===== config.mk =====
export PLATFORM = sky130hd
export DESIGN_NAME = div_score_pipe
export DESIGN_NICKNAME = d
export VERILOG_FILES = /design/src/hdl/mmr_pkg.sv /design/src/hdl/mmr_score.sv
export SDC_FILE = /design/constraint.sdc
export NUM_CORES = 2
export LEC_CHECK = 0
export BUFFER_PORTS_ARGS = -buffer_cell sky130_fd_sc_hd__buf_2
export CORE_UTILIZATION = 40
export CTS_CLUSTER_DIAMETER = 60
export CTS_CLUSTER_SIZE = 16
export DETAILED_ROUTE_END_ITERATION = 10
export HOLD_SLACK_MARGIN = 0.02
export SLEW_MARGIN = 20
export SYNTH_ARGS = -nofsm -noshare
export SYNTH_HDL_FRONTEND = slang
export SYNTH_SLANG_ARGS = --single-unit

===== constraint.sdc =====
create_clock -name clk -period 10.71 [get_ports clk]
set_input_delay 0.5355 -clock clk [delete_from_list [all_inputs] [get_ports clk]]
set_output_delay 0.5355 -clock clk [all_outputs]
set_load 0.03 [all_outputs]

===== src/hdl/mmr_pkg.sv =====
// Shared types and constants for the diverse selector.
// No dependencies.
package mmr_pkg;

  localparam int ID_W    = 32;
  localparam int VAL_W   = 16;
  localparam int SIM_W   = 48;
  localparam int WGT_W   = 17;
  localparam int PCNT_W  = 5;
  localparam int RANK_W  = 4;
  localparam int SCORE_W = 68;
  localparam int CFG_IDX_W = 1;

  localparam logic [WGT_W-1:0]  LAM_ONE  = 17'd65536;
  localparam logic [WGT_W-1:0]  MIX_DEF  = 17'd32768;
  localparam logic [PCNT_W-1:0] PICK_DEF = 5'd10;

  localparam logic [CFG_IDX_W-1:0] REG_MIX   = 1'b0;
  localparam logic [CFG_IDX_W-1:0] REG_PICKS = 1'b1;

  typedef enum logic [2:0] {
    ST_LOAD,
    ST_SCAN,
    ST_PICK_RD,
    ST_PICK_OUT,
    ST_UPD_RD,
    ST_UPD_SET,
    ST_UPD_MAC,
    ST_UPD_WR
  } state_t;

  typedef struct packed {
    logic vld;
    logic taken;
  } score_tag_t;

endpackage


===== src/hdl/mmr_score.sv =====
// Two-stage score pipeline: lambda*rel<<12 - (1-lambda)*maxsim.
// Depends on mmr_pkg.
module div_score_pipe
  import mmr_pkg::*;
#(
  parameter int IDX_W = 6
) (
  input  logic                      clk,
  input  logic                      rst_n,
  input  score_tag_t                i_tag,
  input  logic [IDX_W-1:0]          i_idx,
  input  logic signed [VAL_W-1:0]   i_rel,
  input  logic [SIM_W-1:0]          i_sim,
  input  logic [WGT_W-1:0]          i_lam,
  output score_tag_t                o_tag,
  output logic [IDX_W-1:0]          o_idx,
  output logic signed [SCORE_W-1:0] o_score,
  output logic                      o_busy
);

  localparam int HALF = SIM_W / 2;

  score_tag_t                   tag_a_r, tag_b_r;
  logic [IDX_W-1:0]             idx_a_r, idx_b_r;
  logic signed [VAL_W+WGT_W:0]  prel_r;
  logic [WGT_W+HALF-1:0]        plo_r;
  logic signed [WGT_W+HALF:0]   phi_r;
  logic signed [SCORE_W-1:0]    score_r;
  logic [WGT_W-1:0]             wsim;
  logic signed [SCORE_W-1:0]    e_rel, e_hi, e_lo, score_nxt;

  assign wsim = LAM_ONE - i_lam;

  // split the wide similarity so each product stays near 17x24
  always_ff @(posedge clk) begin
    prel_r <= $signed({1'b0, i_lam}) * i_rel;
    plo_r  <= wsim * i_sim[HALF-1:0];
    phi_r  <= $signed({1'b0, wsim}) * $signed(i_sim[SIM_W-1:HALF]);
    idx_a_r <= i_idx;
    idx_b_r <= idx_a_r;
    score_r <= score_nxt;
  end

  always_comb begin
    e_rel = SCORE_W'(prel_r);
    e_hi  = SCORE_W'(phi_r);
    e_lo  = SCORE_W'($signed({1'b0, plo_r}));
    score_nxt = (e_rel <<< 12) - ((e_hi <<< HALF) + e_lo);
  end

  always_ff @(posedge clk) begin
    if (!rst_n) begin
      tag_a_r <= '0;
      tag_b_r <= '0;
    end else begin
      tag_a_r <= i_tag;
      tag_b_r <= tag_a_r;
    end
  end

  assign o_tag   = tag_b_r;
  assign o_idx   = idx_b_r;
  assign o_score = score_r;
  assign o_busy  = tag_a_r.vld || tag_b_r.vld;

endmodule


==> results.ini <==
[outcome]
status = finished, violations left
violations = design-rule violations

[place]
dp_hpwl_mm = 99.52
port_buffers = 167
finalWeightedCongestion = 0.8805
dp_slack_ns = 1.645

[floorplan]
core_um2 = 114500
rows = 124
num_io_pins = 168
start_util_pct = 40.37
die_area_um2 = 116900
die_h_um = 341.9
die_w_um = 341.9

[detailed_routing]
route.met2.wl_mm = 58.43
drt-total-wl_mm = 123.8
num_vias = 34115
dr_wl_met3_mm = 7.940
post_drt_wl_per_cell_um = 18.15
drt_iter0_drc = 1807
drt_pass1_iterations = 9
top_layer = met5
antenna_left = 0
via_per_inst = 5.003
m1WireLength_mm = 54.09
drcViolationCount = 40

[sta]
fin_skew_ns = 0.05065
min_period_ns = 8.553
worst_pin_slew_ns = 1.109
hold_violations = 0
setup_tns_ns = 0
slew_headroom_pct = 25.97
max_freq_ghz = 0.1169
rsz0062_at_grt = false
slew_viol_final = 0
finalCritPeriodShare_pct = 79.86
setup_viol = 0
worst_slack_ns = 2.157

[clock_tree]
cts_max_level = 1
cts_tree = yes
cts-hold-fix-buffers = 0
clkLatencyLatePin_ns = 0.57
clockBufferDepth = 3
cts_sinks = 201
cts_buffers = 24
cts_resized = 0
clk_pin_slew_ns = 0.07
cts-root-buf = clkbuf_16
post-cts-setup-buffers = 0

[critical_path]
critical_path_required_ns = 11.18
crit_path_end_kind = register
critical_path.top_delay_family = adder cells
cpMaxStageDelayCell = nor4_1
start_kind = input pin
critPathMostFrequentCell = fa_1
critical_path_cell_count = 29
reg2reg_depth = 13
critPathKind = input pin to register
critPathArrivalTime_ns = 9.02
cp_max_fo = 25
critical_path_buf_inv_count = 5
cpPeakStageDelay_ns = 0.64

[finish]
nets = 6783
synthToLayoutAreaGrowth_pct = 6.489
seq_area_um2 = 4024
multi_input_area_um2 = 36400
fillers = 11409
final_layout_size_suffix_gt1_share_pct = 4.941

[logic_synthesis]
synth-seq-cells = 201
yosysSeqAreaShare_pct = 8.706
synth-edff-count = 0
ys.warnings.count = 0
async_flop_share_pct = 0
netlist_instances = 5316
ys_types = 63
ys.flop_type = dfxtp_1
avgSynthCellArea_um2 = 8.695
syn_area_um2 = 46220
synth.top_cell.area_share_pct = 41.36
yosysTopAreaCell = fa_1
synth.area.top_cells = fa_1 (41%), ha_1 (12%), inv_1 (11%), dfxtp_1 (8.7%), nand2_1 (6.7%)
syn-num-nets = 6809

[global_route]
antenna_found_initial = 14
grt_overflow_total = 0
grt_use_total_pct = 21.97
grt_pass1_vias = 36827
grt_first_pass_wirelength_mm = 201.8
grt_max_degree = 49

[hold_path]
hp-class = input pin to register
whs_path_depth = 1

[flow_run]
cap_violations = 0

cell type report:
| type | count | area share, % |
|---|---|---|
| Multi-Input combinational cell | 3531 | 73.96 |
| Inverter | 1340 | 10.22 |
| Sequential cell | 201 | 8.175 |
| Tap cell | 1512 | 3.844 |
| Timing Repair Buffer | 192 | 2.079 |
| Clock buffer | 24 | 1.220 |
| Clock inverter | 15 | 0.4855 |
| Antenna cell | 4 | 0.02034 |
per-layer routing:
layer / GRT usage (%) / vias up
li1: - / 15655
met1: 29.38 / 17297
met2: 36.93 / 936
met3: 3.401 / 209
met4: 5.897 / 18
met5: 0 / -
per-stage QoR:
step / util, % / cell area [um^2] / hold WS [ns] / std cells
4_1_cts: 42.98 / 49210 / 0.07942 / 6815
3_5_place_dp: 42.24 / 48370 / 0.3171 / 6776
3_3_place_gp: 42.24 / 48370 / 0.3097 / 6776
5_1_grt: 42.98 / 49220 / 0.08806 / 6818
6_report: 42.99 / 49220 / 0.1069 / 6819
2_1_floorplan: - / 46220 / 0.3096 / 5316
cell usage after synthesis, types with 6 or more instances:
cell,count
a211oi_1,15
a21o_1,83
a21oi_1,139
a221oi_1,8
a31oi_1,21
and2_1,354
and3_1,25
buf_1,13
buf_2,12
clkbuf_1,219
dfxtp_1,201
fa_1,955
ha_1,447
inv_1,1340
nand2_1,819
nand2b_1,35
nand3_1,23
nand4_1,29
nor2_1,105
nor2b_1,16
nor3_1,26
o211ai_1,8
o21a_1,23
o21ai_0,93
o21ai_1,6
o21bai_1,24
o31a_1,11
o31ai_1,8
xnor2_1,116
xor2_1,62
registers in the layout, summed over array words and instances, names as in the netlist:
| register | flops |
|---|---|
| prel_r | 34 |
| plo_r | 41 |
| idx_a_r | 6 |
| tag_a_r | 2 |
| phi_r | 42 |
| o_tag | 2 |
| o_idx | 6 |
| o_score | 68 |
cell usage in the layout, fill, tap and decap left out, drive strengths merged, types with 24 or more instances in the layout:
cell,instances
buf,192
nor3,26
a21o,83
dfxtp,201
nand2,819
a21oi,139
fa,955
ha,447
and3,25
and2,354
xnor2,116
o21bai,25
nand2b,35
nor2,105
nand4,30
clkbuf,24
o21ai,99
inv,1345
xor2,62
cells by family (layout without fill, tap and decap cells):
kind of cell | count (synthesis) | count (layout) | share of synthesized area, %
and+or+nand+nor | 1461 | 1461 | 14.73
AOI/OAI and AO/OA | 490 | 490 | 6.833
DFF | 201 | 201 | 8.706
other | 0 | 4 | 0
buffers and inverters | 1584 | 1571 | 12.90
xor gates and xnor gates | 178 | 178 | 3.373
adders and majority gates | 1402 | 1402 | 53.46
path summary, 6_finish.rpt:
check	start	to	slack, ns
setup reg to reg	plo_r[26]	o_score[65]	6.44
hold / removal	i_idx[4]	idx_a_r[4]	0.11
setup / recovery	i_lam[2]	phi_r[40]	2.16
hold reg to reg	idx_a_r[2]	o_idx[2]	0.33
Power is left out: the tool's default activity adds up to more than one toggle a clock period on the data nets, which glitch-free logic cannot reach.
